## src/design/tnf_pkg.sv

```systemverilog
// Shared types, constants and character helpers for the text normalize filter.
// No dependencies; imported by tnf_datapath, tnf_ctrl and the top level.
package tnf_pkg;

  localparam int MODE_W = 9;

  localparam int MODE_DROP_ALL  = 0;
  localparam int MODE_DROP_LEAD = 1;
  localparam int MODE_DROP_TAIL = 2;
  localparam int MODE_COLLAPSE  = 3;
  localparam int MODE_QUOTES    = 4;
  localparam int MODE_UPPER     = 5;
  localparam int MODE_LOWER     = 6;
  localparam int MODE_DROP_CTL  = 7;
  localparam int MODE_TOGGLE    = 8;

  localparam logic [7:0] CH_NUL    = 8'h00;
  localparam logic [7:0] CH_SPACE  = 8'h20;
  localparam logic [7:0] CH_DQUOTE = 8'h22;
  localparam logic [7:0] CH_SQUOTE = 8'h27;
  localparam logic [7:0] CH_DEL    = 8'h7f;
  localparam logic [7:0] CASE_BIT  = 8'h20;

  typedef enum logic [2:0] {
    S_IDLE,
    S_FRD,
    S_FWR,
    S_ORD,
    S_OWR,
    S_LAST
  } ctl_state_t;

  typedef enum logic [2:0] {
    DEC_DROP,
    DEC_TERM,
    DEC_HOLD,
    DEC_OVF,
    DEC_EMIT,
    DEC_FLUSH
  } dec_t;

  typedef enum logic [1:0] {
    SRC_DIRECT,
    SRC_HELD,
    SRC_PEND
  } out_src_t;

  typedef struct packed {
    logic     accept;
    logic     out_load;
    out_src_t out_src;
    logic     out_last;
    logic     out_ovf;
    logic     pop;
    logic     rotate;
  } cmd_t;

  typedef struct packed {
    dec_t dec;
    logic out_free;
    logic held_one;
    logic held_empty;
    logic held_full;
  } sts_t;

  function automatic logic is_white(input logic [7:0] c);
    return (c == CH_SPACE) || (c >= 8'd9 && c <= 8'd13);
  endfunction

  function automatic logic is_control(input logic [7:0] c);
    return (c < CH_SPACE) || (c == CH_DEL);
  endfunction

  function automatic logic [7:0] case_map(input logic [7:0] c,
                                          input logic [MODE_W-1:0] mode);
    logic [7:0] r;
    r = c;
    if (c < 8'h80) begin
      if (mode[MODE_UPPER] && r >= "a" && r <= "z") r = r - CASE_BIT;
      if (mode[MODE_LOWER] && r >= "A" && r <= "Z") r = r + CASE_BIT;
      if (mode[MODE_TOGGLE]) begin
        if (r >= "a" && r <= "z") r = r - CASE_BIT;
        else if (r >= "A" && r <= "Z") r = r + CASE_BIT;
      end
    end
    return r;
  endfunction

endpackage

```

## src/design/tnf_in_if.sv

```systemverilog
// Input channel: valid/ready handshake carrying one text byte per beat.
// No dependencies.
interface tnf_in_if;
  logic       valid;
  logic       ready;
  logic [7:0] text_byte;

  modport source (output valid, output text_byte, input ready);
  modport sink   (input valid, input text_byte, output ready);
endinterface

```

## src/design/tnf_out_if.sv

```systemverilog
// Result channel: valid/ready handshake carrying one filtered byte and flags per beat.
// No dependencies.
interface tnf_out_if;
  logic       valid;
  logic       ready;
  logic [7:0] out_byte;
  logic       end_of_string;
  logic       held_overflow;
  logic       last;

  modport source (output valid, output out_byte, output end_of_string,
                  output held_overflow, output last, input ready);
  modport sink   (input valid, input out_byte, input end_of_string,
                  input held_overflow, input last, output ready);
endinterface

```

## src/design/tnf_datapath.sv

```systemverilog
// Datapath: mode register, string flags, byte classification, held-white store
// (circular memory) and the result register. Depends on tnf_pkg.
module tnf_datapath import tnf_pkg::*; #(
  parameter int HELD_DEPTH = 32
) (
  input  logic              clk,
  input  logic              rst_n,
  input  logic              cfg_we,
  input  logic [MODE_W-1:0] cfg_wdata,
  input  logic [7:0]        in_byte,
  input  logic              out_ready,
  input  cmd_t              cmd,
  output sts_t              sts,
  output logic              out_valid,
  output logic [7:0]        out_byte,
  output logic              out_eos,
  output logic              out_ovf,
  output logic              out_last
);

  localparam int AW = (HELD_DEPTH > 1) ? $clog2(HELD_DEPTH) : 1;
  localparam int CW = $clog2(HELD_DEPTH + 1);
  localparam logic [AW-1:0] LAST_IDX = AW'(HELD_DEPTH - 1);
  localparam logic [CW-1:0] FULL_CNT = CW'(HELD_DEPTH);
  localparam logic [AW:0]   DEPTH_W  = (AW+1)'(HELD_DEPTH);

  logic [MODE_W-1:0] mode_r;
  logic              quote_active_r, quote_active_nxt;
  logic [7:0]        quote_opener_r, quote_opener_nxt;
  logic              white_run_r, white_run_nxt;
  logic              seen_nonwhite_r, seen_nonwhite_nxt;
  logic [AW-1:0]     head_r, head_nxt;
  logic [CW-1:0]     count_r, count_nxt;
  logic [7:0]        pend_r;
  logic [7:0]        rd_data_r;
  logic [7:0]        mem [HELD_DEPTH];

  logic              out_valid_r, out_valid_nxt;
  logic [7:0]        out_byte_r;
  logic              out_eos_r, out_ovf_r, out_last_r;

  logic              send_en, term;
  logic [7:0]        send_byte;
  logic              collapse;
  dec_t              dec;
  logic [AW:0]       tail_sum;
  logic [AW-1:0]     tail_idx, head_inc;
  logic              mem_we;
  logic [AW-1:0]     mem_waddr;
  logic [7:0]        mem_wdata;
  logic              out_free;

  // classify the incoming byte and work out the string flags it leaves
  always_comb begin
    send_en           = 1'b0;
    term              = 1'b0;
    send_byte         = in_byte;
    quote_active_nxt  = quote_active_r;
    quote_opener_nxt  = quote_opener_r;
    white_run_nxt     = white_run_r;
    seen_nonwhite_nxt = seen_nonwhite_r;
    collapse          = !mode_r[MODE_DROP_ALL] && mode_r[MODE_COLLAPSE];
    if (in_byte == CH_NUL) begin
      term              = 1'b1;
      quote_active_nxt  = 1'b0;
      quote_opener_nxt  = CH_NUL;
      white_run_nxt     = 1'b0;
      seen_nonwhite_nxt = 1'b0;
    end else if (quote_active_r) begin
      send_en = 1'b1;
      if (in_byte == quote_opener_r) quote_active_nxt = 1'b0;
    end else if (mode_r[MODE_QUOTES] && (in_byte == CH_DQUOTE || in_byte == CH_SQUOTE)) begin
      send_en           = 1'b1;
      white_run_nxt     = 1'b0;
      seen_nonwhite_nxt = 1'b1;
      quote_active_nxt  = 1'b1;
      quote_opener_nxt  = in_byte;
    end else if (is_white(in_byte)) begin
      if (mode_r[MODE_DROP_ALL]) begin
        send_en = 1'b0;
      end else if (mode_r[MODE_DROP_LEAD] && !seen_nonwhite_r) begin
        send_en = 1'b0;
      end else if (collapse) begin
        if (!white_run_r) begin
          send_en       = 1'b1;
          send_byte     = CH_SPACE;
          white_run_nxt = 1'b1;
        end
      end else if (mode_r[MODE_DROP_CTL] && in_byte != CH_SPACE) begin
        send_en = 1'b0;
      end else begin
        send_en = 1'b1;
      end
    end else if (is_control(in_byte)) begin
      white_run_nxt     = 1'b0;
      seen_nonwhite_nxt = 1'b1;
      send_en           = !mode_r[MODE_DROP_CTL];
    end else begin
      white_run_nxt     = 1'b0;
      seen_nonwhite_nxt = 1'b1;
      send_en           = 1'b1;
      send_byte         = case_map(in_byte, mode_r);
    end

    if (term) begin
      dec = DEC_TERM;
    end else if (!send_en) begin
      dec = DEC_DROP;
    end else if (is_white(send_byte) && mode_r[MODE_DROP_TAIL]) begin
      dec = (count_r == FULL_CNT) ? DEC_OVF : DEC_HOLD;
    end else begin
      dec = (count_r == '0) ? DEC_EMIT : DEC_FLUSH;
    end
  end

  assign tail_sum = {1'b0, head_r} + (AW+1)'(count_r);
  assign tail_idx = (tail_sum >= DEPTH_W) ? AW'(tail_sum - DEPTH_W) : tail_sum[AW-1:0];
  assign head_inc = (head_r == LAST_IDX) ? '0 : head_r + 1'b1;

  always_comb begin
    head_nxt  = head_r;
    count_nxt = count_r;
    mem_we    = 1'b0;
    mem_waddr = tail_idx;
    mem_wdata = send_byte;
    if (cmd.accept && dec == DEC_TERM) begin
      count_nxt = '0;
    end else if (cmd.accept && dec == DEC_HOLD) begin
      mem_we    = 1'b1;
      count_nxt = count_r + 1'b1;
    end else if (cmd.pop) begin
      head_nxt  = head_inc;
      count_nxt = count_r - 1'b1;
    end else if (cmd.rotate) begin
      // full store: oldest slot is reused by the pending byte
      mem_we    = 1'b1;
      mem_waddr = head_r;
      mem_wdata = pend_r;
      head_nxt  = head_inc;
    end
  end

  always_ff @(posedge clk) begin
    if (mem_we) mem[mem_waddr] <= mem_wdata;
    rd_data_r <= mem[head_r];
  end

  assign out_free      = !out_valid_r || out_ready;
  assign out_valid_nxt = cmd.out_load ? 1'b1 : (out_ready ? 1'b0 : out_valid_r);

  always_ff @(posedge clk) begin
    if (!rst_n) begin
      mode_r          <= '0;
      quote_active_r  <= 1'b0;
      quote_opener_r  <= CH_NUL;
      white_run_r     <= 1'b0;
      seen_nonwhite_r <= 1'b0;
      head_r          <= '0;
      count_r         <= '0;
      out_valid_r     <= 1'b0;
    end else begin
      if (cfg_we) mode_r <= cfg_wdata;
      if (cmd.accept) begin
        quote_active_r  <= quote_active_nxt;
        quote_opener_r  <= quote_opener_nxt;
        white_run_r     <= white_run_nxt;
        seen_nonwhite_r <= seen_nonwhite_nxt;
      end
      head_r      <= head_nxt;
      count_r     <= count_nxt;
      out_valid_r <= out_valid_nxt;
    end
  end

  always_ff @(posedge clk) begin
    if (cmd.accept) pend_r <= send_byte;
    if (cmd.out_load) begin
      out_ovf_r  <= cmd.out_ovf;
      out_last_r <= cmd.out_last;
      case (cmd.out_src)
        SRC_DIRECT: begin
          out_byte_r <= send_byte;
          out_eos_r  <= term;
        end
        SRC_HELD: begin
          out_byte_r <= rd_data_r;
          out_eos_r  <= 1'b0;
        end
        SRC_PEND: begin
          out_byte_r <= pend_r;
          out_eos_r  <= 1'b0;
        end
        default: begin
          out_byte_r <= pend_r;
          out_eos_r  <= 1'b0;
        end
      endcase
    end
  end

  assign sts.dec        = dec;
  assign sts.out_free   = out_free;
  assign sts.held_one   = (count_r == CW'(1));
  assign sts.held_empty = (count_r == '0);
  assign sts.held_full  = (count_r == FULL_CNT);

  assign out_valid = out_valid_r;
  assign out_byte  = out_byte_r;
  assign out_eos   = out_eos_r;
  assign out_ovf   = out_ovf_r;
  assign out_last  = out_last_r;

endmodule

```

## src/design/tnf_ctrl.sv

```systemverilog
// Controller: sequences acceptance, store flushes and overflow release.
// Depends on tnf_pkg; drives commands into tnf_datapath.
module tnf_ctrl import tnf_pkg::*; (
  input  logic clk,
  input  logic rst_n,
  input  logic in_valid,
  input  sts_t sts,
  output logic in_ready,
  output cmd_t cmd
);

  ctl_state_t state_r, state_nxt;

  always_ff @(posedge clk) begin
    if (!rst_n) begin
      state_r <= S_IDLE;
    end else begin
      state_r <= state_nxt;
    end
  end

  always_comb begin
    state_nxt    = state_r;
    in_ready     = 1'b0;
    cmd.accept   = 1'b0;
    cmd.out_load = 1'b0;
    cmd.out_src  = SRC_DIRECT;
    cmd.out_last = 1'b0;
    cmd.out_ovf  = 1'b0;
    cmd.pop      = 1'b0;
    cmd.rotate   = 1'b0;
    case (state_r)
      S_IDLE: begin
        in_ready   = sts.out_free;
        cmd.accept = in_valid && sts.out_free;
        if (cmd.accept) begin
          case (sts.dec)
            DEC_TERM, DEC_EMIT: begin
              cmd.out_load = 1'b1;
              cmd.out_last = 1'b1;
            end
            DEC_FLUSH: state_nxt = S_FRD;
            DEC_OVF:   state_nxt = S_ORD;
            default:   state_nxt = S_IDLE;
          endcase
        end
      end
      S_FRD: state_nxt = S_FWR;
      S_FWR: begin
        if (sts.out_free) begin
          cmd.out_load = 1'b1;
          cmd.out_src  = SRC_HELD;
          cmd.pop      = 1'b1;
          state_nxt    = sts.held_one ? S_LAST : S_FRD;
        end
      end
      S_ORD: state_nxt = S_OWR;
      S_OWR: begin
        if (sts.out_free) begin
          cmd.out_load = 1'b1;
          cmd.out_src  = SRC_HELD;
          cmd.out_ovf  = 1'b1;
          cmd.out_last = 1'b1;
          cmd.rotate   = 1'b1;
          state_nxt    = S_IDLE;
        end
      end
      S_LAST: begin
        if (sts.out_free) begin
          cmd.out_load = 1'b1;
          cmd.out_src  = SRC_PEND;
          cmd.out_last = 1'b1;
          state_nxt    = S_IDLE;
        end
      end
      default: state_nxt = S_IDLE;
    endcase
  end

endmodule

```

## src/design/text_normalize_filter_core.sv

```systemverilog
// Text normalize filter top level: channel interfaces, controller and datapath.
// Depends on tnf_pkg, tnf_in_if, tnf_out_if, tnf_ctrl and tnf_datapath.
//
// Streaming text filter: one byte per input beat, zero or more result beats per byte,
// the final one marked by last. A byte that is dropped or held, or that is emitted
// while the held-white store is empty, leaves the controller idle, so such bytes
// stream at one per cycle when the result side keeps up. A byte that flushes N held
// white bytes follows them; each is one read of the store memory and then a load of
// the result register. A byte that overflows a full store causes a read of the oldest
// entry, then release and rewrite of that slot. The user must write mode through
// cfg_we/cfg_wdata only while the block is idle; the block does not enforce it.
// The store needs no clearing after reset; its fill count starts at zero.
module text_normalize_filter_core import tnf_pkg::*; #(
  parameter int HELD_DEPTH = 32
) (
  input  logic              clk,
  input  logic              rst_n,
  input  logic              cfg_we,
  input  logic [MODE_W-1:0] cfg_wdata,
  tnf_in_if.sink            in_ch,
  tnf_out_if.source         out_ch
);

  cmd_t cmd;
  sts_t sts;
  logic in_ready;

  tnf_ctrl u_ctrl (
    .clk      (clk),
    .rst_n    (rst_n),
    .in_valid (in_ch.valid),
    .sts      (sts),
    .in_ready (in_ready),
    .cmd      (cmd)
  );

  tnf_datapath #(
    .HELD_DEPTH (HELD_DEPTH)
  ) u_datapath (
    .clk       (clk),
    .rst_n     (rst_n),
    .cfg_we    (cfg_we),
    .cfg_wdata (cfg_wdata),
    .in_byte   (in_ch.text_byte),
    .out_ready (out_ch.ready),
    .cmd       (cmd),
    .sts       (sts),
    .out_valid (out_ch.valid),
    .out_byte  (out_ch.out_byte),
    .out_eos   (out_ch.end_of_string),
    .out_ovf   (out_ch.held_overflow),
    .out_last  (out_ch.last)
  );

  assign in_ch.ready = in_ready;

  a_load_free: assert property (@(posedge clk) disable iff (!rst_n)
    cmd.out_load |-> sts.out_free)
    else $error("result register loaded while a beat is pending");

  a_pop_nonempty: assert property (@(posedge clk) disable iff (!rst_n)
    cmd.pop |-> !sts.held_empty)
    else $error("held store popped while empty");

  a_rotate_full: assert property (@(posedge clk) disable iff (!rst_n)
    cmd.rotate |-> sts.held_full)
    else $error("overflow release without a full store");

  a_term_out: assert property (@(posedge clk) disable iff (!rst_n)
    (cmd.accept && sts.dec == DEC_TERM) |=>
      (out_ch.valid && out_ch.end_of_string && out_ch.last && out_ch.out_byte == CH_NUL))
    else $error("terminator beat missing after string end");

endmodule
```

## src/flat_wrapper.sv

```systemverilog
// flat-port wrapper written by rule: the top's interface ports become plain ports
module text_normalize_filter_core_flat import tnf_pkg::*;
#(
  parameter int HELD_DEPTH = 32
)
  (clk, rst_n, cfg_we, cfg_wdata, in_ch_valid, in_ch_text_byte, in_ch_ready, out_ch_valid, out_ch_out_byte, out_ch_end_of_string, out_ch_held_overflow, out_ch_last, out_ch_ready);
  tnf_in_if in_ch_i ();
  tnf_out_if out_ch_i ();
  input  logic clk;
  input  logic rst_n;
  input  logic cfg_we;
  input  logic [MODE_W-1:0] cfg_wdata;
  input wire logic [$bits(in_ch_i.valid)-1:0] in_ch_valid;
  input wire logic [$bits(in_ch_i.text_byte)-1:0] in_ch_text_byte;
  output wire logic [$bits(in_ch_i.ready)-1:0] in_ch_ready;
  output wire logic [$bits(out_ch_i.valid)-1:0] out_ch_valid;
  output wire logic [$bits(out_ch_i.out_byte)-1:0] out_ch_out_byte;
  output wire logic [$bits(out_ch_i.end_of_string)-1:0] out_ch_end_of_string;
  output wire logic [$bits(out_ch_i.held_overflow)-1:0] out_ch_held_overflow;
  output wire logic [$bits(out_ch_i.last)-1:0] out_ch_last;
  input wire logic [$bits(out_ch_i.ready)-1:0] out_ch_ready;
  assign in_ch_i.valid = in_ch_valid;
  assign in_ch_i.text_byte = in_ch_text_byte;
  assign in_ch_ready = in_ch_i.ready;
  assign out_ch_valid = out_ch_i.valid;
  assign out_ch_out_byte = out_ch_i.out_byte;
  assign out_ch_end_of_string = out_ch_i.end_of_string;
  assign out_ch_held_overflow = out_ch_i.held_overflow;
  assign out_ch_last = out_ch_i.last;
  assign out_ch_i.ready = out_ch_ready;
  text_normalize_filter_core #(.HELD_DEPTH(HELD_DEPTH)) u_core (.clk(clk), .rst_n(rst_n), .cfg_we(cfg_we), .cfg_wdata(cfg_wdata), .in_ch(in_ch_i), .out_ch(out_ch_i));
endmodule
```

## config.mk

```make
export PLATFORM = sky130hd
export DESIGN_NAME = text_normalize_filter_core_flat
export DESIGN_NICKNAME = d
export VERILOG_FILES = /design/src/design/tnf_pkg.sv /design/src/design/tnf_in_if.sv /design/src/design/tnf_out_if.sv /design/src/design/tnf_datapath.sv /design/src/design/tnf_ctrl.sv /design/src/design/text_normalize_filter_core.sv /design/src/flat_wrapper.sv
export SDC_FILE = /design/constraint.sdc
export NUM_CORES = 1
export LEC_CHECK = 0
export BUFFER_PORTS_ARGS = -buffer_cell sky130_fd_sc_hd__buf_2
export CORE_UTILIZATION = 45
export DETAILED_ROUTE_END_ITERATION = 16
export PLACE_DENSITY = 0.62
export RECOVER_POWER = 25
export SLEW_MARGIN = 20
export SYNTH_ARGS = -nofsm -noshare
export SYNTH_HDL_FRONTEND = slang
export SYNTH_HIERARCHICAL = 1
export SYNTH_SLANG_ARGS = --single-unit
```

## constraint.sdc

```tcl
create_clock -name clk -period 7.76 [get_ports clk]
set_clock_uncertainty 0.2 [all_clocks]
set_input_delay 0.388 -clock clk [delete_from_list [all_inputs] [get_ports clk]]
set_output_delay 0.388 -clock clk [all_outputs]
set_load 0.02 [all_outputs]
```

* After elaboration in Yosys (flattened, before gate mapping)
Memories as Yosys holds them, arrays and structs flattened. A register that Yosys moved wholly into a read port is not among the register bits.
Cells that the tools add are included.
** Word-level totals
- Register bits after elaboration :: 54
- RAM bits :: 256
- Input bits :: 22
- Output and inout bits :: 13
- Logic and storage cells :: 216
- Memories :: 1
** Memory list
- u_core.u_datapath.mem :: words 32, bits a word 8, rd ports 1, clocked after memory_dff 1, write ports 1, RTL line tnf_datapath.sv:36 : logic [7:0] mem [HELD_DEPTH];
** Cells by class
- Add/sub/neg operators :: 9
- Order comparisons :: 15
- Equal/unequal tests :: 30
- Multiplexer cells :: 103
- Bitwise operators :: 3
- Reductions and logical operators :: 41
** Operator list (count)
- 8-bit 2-to-1 mux :: 34
- 5-bit 2-to-1 mux :: 9
- 1-bit 2-to-1 mux :: 43
- 8-bit by 6-bit equality test with 1-bit output, second input constant :: 4
- 8-bit by 7-bit >= comparator with 1-bit output, second input constant :: 4
- 8-bit by 7-bit <= comparator with 1-bit output, second input constant :: 4
- 3-bit 2-to-1 mux :: 8
- 8-bit by 6-bit adder with 8-bit output, second input constant :: 2
- 8-bit by 4-bit >= comparator with 1-bit output, second input constant :: 2
- 8-bit by 4-bit <= comparator with 1-bit output, second input constant :: 2
- 1-bit logical AND :: 16
- 8-bit one-hot mux with 2 select lines :: 1
- 8-bit by 6-bit subtractor with 8-bit output, second input constant :: 2
- 3-bit one-hot mux with 5 select lines :: 1
- 3-bit by 2-bit equality test with 1-bit output, second input constant :: 4
- 3-bit equality test, second input constant :: 4
- 6-bit 2-to-1 mux :: 2
- 4-bit != test, second input constant :: 3
- 3-bit one-hot mux with 3 select lines :: 1
- 3-bit AND reduction :: 3
- 8-bit by 7-bit equality test with 1-bit output, second input constant :: 1
- 8-bit equality test :: 1
- 8-bit zero test :: 1
- 8-bit by 6-bit less-than comparator with 1-bit output, second input constant :: 1
- 30 further kinds :: 48

* Logic depth before layout (Yosys ltp)
- Depth after elaboration :: 44
- Mapped depth :: 30
- Depth with buffers taken out :: 28

* Modules after synthesis
Netlist, hierarchy kept.
** By module, submodules not included
- tnf_datapath :: times used 1, cells each 903, area each 14171.1 µm², sequential area each 9058.7 µm²
- tnf_ctrl :: times used 1, cells each 40, area each 341.6 µm², sequential area each 60.1 µm²

* Worst setup path after synthesis
No wires, ideal clock.
- Path kind :: input port to flip-flop
- From :: input port in_ch_text_byte[5]
- To :: memory u_core.u_datapath.mem[0][0] (data pin)
- Setup time :: 454 ps
- Data arrival time :: 5841 ps
- Data required time :: 7106 ps
- Path slack :: 1265 ps
- Stages on the path :: 27
- Buffers on the path :: 4
- Cell sequence :: buf_2 buf_1 inv_1 ha_1 nand2_1 o21ai_2 inv_2 ha_1 inv_1 nor3_1 o21a_1 a31oi_2 nor2_2 inv_2 ha_1 nand2b_1 a21oi_1 o21a_1 a21o_1 o211ai_2 o2bb2ai_1 a211o_1 nor2_8 nor3_2 buf_6 buf_2 o21ai_0
** Between the ends
- Longest elaborated chain between the ends :: 42
- Elaborated cells on any way between the ends :: 88
- Those cells by class :: 4 x add/sub; 14 x order compare; 8 x eq/ne; 44 x mux; 18 x reduce/logical
** RTL lines
- start, declared :: RTL line flat_wrapper.sv:14 : input wire logic [$bits(in_ch_i.text_byte)-1:0] in_ch_text_byte;
- 8-bit by 7-bit >= comparator with 1-bit output :: RTL line tnf_pkg.sv:79 : if (mode[MODE_UPPER] && r >= "a" && r <= "z") r = r - CASE_BIT;
- 1-bit logical AND (2 in series) :: RTL line tnf_pkg.sv:79
- 8-bit 2-to-1 mux :: RTL line tnf_pkg.sv:79
- 8-bit 2-to-1 mux :: RTL line tnf_pkg.sv:78 : if (c < 8'h80) begin
- 8-bit 2-to-1 mux :: RTL line tnf_datapath.sv:94 : end else if (is_control(in_byte)) begin
- 8-bit 2-to-1 mux :: RTL line tnf_datapath.sv:78 : end else if (is_white(in_byte)) begin
- 8-bit 2-to-1 mux :: RTL line tnf_datapath.sv:72 : end else if (mode_r[MODE_QUOTES] && (in_byte == CH_DQUOTE || in_byte == CH_SQUOTE)) begin
- 8-bit 2-to-1 mux :: RTL line tnf_datapath.sv:69 : end else if (quote_active_r) begin
- [... 26 more ...]
- 3-bit 2-to-1 mux :: RTL line tnf_datapath.sv:109 : end else if (is_white(send_byte) && mode_r[MODE_DROP_TAIL]) begin
- 3-bit 2-to-1 mux :: RTL line tnf_datapath.sv:107 : end else if (!send_en) begin
- 3-bit 2-to-1 mux :: RTL line tnf_datapath.sv:105 : if (term) begin
- 3-bit by 2-bit equality test with 1-bit output :: RTL line tnf_datapath.sv:128 : end else if (cmd.accept && dec == DEC_HOLD) begin
- 1-bit logical AND :: RTL line tnf_datapath.sv:128
- 8-bit 2-to-1 mux :: RTL line tnf_datapath.sv:128
- 8-bit 2-to-1 mux * :: RTL line tnf_datapath.sv:126 : if (cmd.accept && dec == DEC_TERM) begin
- named net u_core.u_datapath.mem_wdata[0] :: RTL line tnf_datapath.sv:50 : logic [7:0] mem_wdata;
- end, declared :: RTL line tnf_datapath.sv:36
The timed path passes the listed nets; every way through them passes the cells marked *. The select of a mux whose other input is x is not followed.

==> results_dict.tcl <==
set metrics [dict create \
    run_status "finished, violations left" \
    violations "max-capacitance violations, max-slew violations" \
    dp_slack_ns 0.9545 \
    grt.total_usage_pct 20.71 \
    fmax_ghz 0.1521 \
    first_pass_iters 5 \
    antenna_cells 0 \
    io_buffers 34 \
    hold_viol 0 \
    grt_max_degree 72 \
    yosys_warnings 6 \
    detail-route-antenna-nets 0 \
    grt_pass1_wl_um 50910 \
    whs_ns 0.1303 \
    synth.cell_area_um2 14510 \
    worst_slack_ns 1.185 \
    leakage_nw 5.351 \
    detail_route.wl_per_cell_um 23.19 \
    cp_slowest_cell "clkbuf_1" \
    root_buffer "clkbuf_16" \
    finalSetupTns_ns 0 \
    drive_gt1_share_pct 22.03 \
    cts_tree "yes" \
    dpl_cell_area_um2 15280 \
    htree_num_levels 2 \
    cpPeakStageDelay_ns 0.65 \
    ioPinCount 35 \
    drtIter0Drc 769 \
    dp_hpwl_um 20750 \
    required_ns 7.71 \
    timing.final.max_slew_violations 76 \
    start_kind "primary input" \
    fin_crit_ns 6.575 \
    coreArea_um2 31640 \
    maxSlewHeadroom_pct -95.74 \
    fin_crit_sh_pct 84.72 \
    cts_resized 0 \
    r2r_start "u_core/u_datapath/head_r[0]" \
    path_clk_slew_ns 0.06 \
    rows 65 \
    die_w_um 181.5 \
    synth_area_per_cell_um2 15.41 \
    clkSinkCount 318 \
    grt_pass1_vias 8432 \
    fin_area_um2 16420 \
    clock_path_buffers 3 \
    tightest_slew_ns 2.936 \
    cp.arrival_ns 6.53 \
    rsz0062_at_grt "no" \
    drcViolationCount 0 \
    setup.worst_path.start "in_ch_text_byte[4]" \
    ir_drop_v 0.0001805 \
    end_kind "flop" \
    initial_core_util_pct 45.85 \
    critPathBufInv 4 \
    nets 1052 \
    clk_latency_ns 0.52 \
    setup_viol 0 \
    cp_top_family "compound AO/OA/AOI/OAI gates" \
    dieHeight_um 181.5 \
    drv_cap 2 \
    netlist_instances 941 \
    cts_buffers 35 \
    syn_nets 982 \
    place_congestion 0.9000 \
    area_growth_pct 13.20 \
    worstPathMaxFanout 14 \
    grt_overflow 0 \
    die_area_um2 32960 \
    cellPowerDensity_nw_per_um2 219.4 \
    drt-total-wl_um 33320 \
    worstSetupPathType "in -> reg" \
    antenna_found_initial 0 \
    hp-start "cfg_we" \
    vias 8629 \
    via_per_inst 6.005 \
    hp-class "in -> reg" \
]
-- stage by stage --
step | total power (W) | utilization [%] | std cells
6_report | 0.003602 | 51.90 | 1437
5_1_grt | 0.003713 | 51.90 | 1437
4_1_cts | 0.003640 | 52.07 | 1437
3_5_place_dp | 0.002057 | 48.31 | 1366
3_3_place_gp | 0.002055 | 48.26 | 1366
2_1_floorplan | 0.002007 | - | 941
-- final timing paths --
kind | end | slack [ns] | cells after the start
setup / recovery | u_core/u_datapath/out_eos | 1.19 | 26
hold / removal | u_core/u_datapath/mode_r[4] | 0.13 | 3
setup reg to reg | u_core/u_datapath/rd_data_r[6] | 1.70 | 4
hold reg to reg | u_core/u_datapath/quote_opener_r[1] | 0.26 | 2
-- worst reg2reg max path, stage by stage, from the launching register on --
cell and delay [ns]:
dfxtp_1 1.95, clkbuf_1 2.19, mux4_2 0.77, mux4_2 0.49, mux2_1 0.33
-- timing repair --
item / 4_1_cts / 5_1_grt
hold buffers: 10 / 0
hold endpoints to repair: 10 / 0
buffers inserted: 0 / 0
-- layout make-up --
type                       instances  area, um^2
sequential                       318        9121
clock buffer                      50        1005
tap                              402       503.0
multi-input combinational        547        5065
fill                            2585       15220
inverter                          25       93.84
clock inverter                    11       87.58
timing repair buffer              84       544.3
-- metal layers --
layer / global-route usage, % / vias to the layer above / share of wire (%)
met5: 0 / - / 0
met4: 7.220 / 0 / 2.7
met3: 3.049 / 67 / 5.1
met2: 32.51 / 261 / 47
met1: 29.62 / 4414 / 46
li1: - / 3887 / -
-- flip-flops by register name, summed over array words and instances (netlist names), 3 cells and up --
name,count
u_core/u_datapath/quote_opener_r,8
u_core/u_datapath/head_r,5
u_core/u_datapath/pend_r,8
u_core/u_datapath/mode_r,9
u_core/u_datapath/mem,256
u_core/u_datapath/count_r,6
u_core/u_datapath/out_byte,8
u_core/u_datapath/rd_data_r,8
u_core/u_ctrl/state_r,3
-- power breakdown --
group	switching [W]	leakage (nW)	internal, W
sequential	0.00000611	2.83	0.00188
clock	0.000644	0.532	0.000935
combinational	0.000100	1.99	0.0000417
total	0.000750	5.35	0.00285
-- layout by cell type, fill, tap and decap left out, types with 6 or more instances in the layout --
cell type,n
a21o_1,6
a21oi_1,32
a31oi_1,19
and3_1,14
buf_2,21
buf_4,37
clkbuf_1,25
clkbuf_16,37
dfxtp_1,41
dlygate4sd3_1,10
edfxtp_1,275
ha_1,18
inv_1,23
mux2_2,7
mux2i_1,24
mux4_2,80
nand2_1,44
nand2b_1,15
nand3_1,11
nand4_1,11
nor2_1,46
nor2b_1,20
nor3_1,13
nor3b_1,6
o211ai_1,6
o21a_1,8
o21ai_0,26
o21ai_1,6
o22ai_1,6
or3_1,7
xnor2_1,9
xor2_1,11
(Power assumes the default switching activity.)
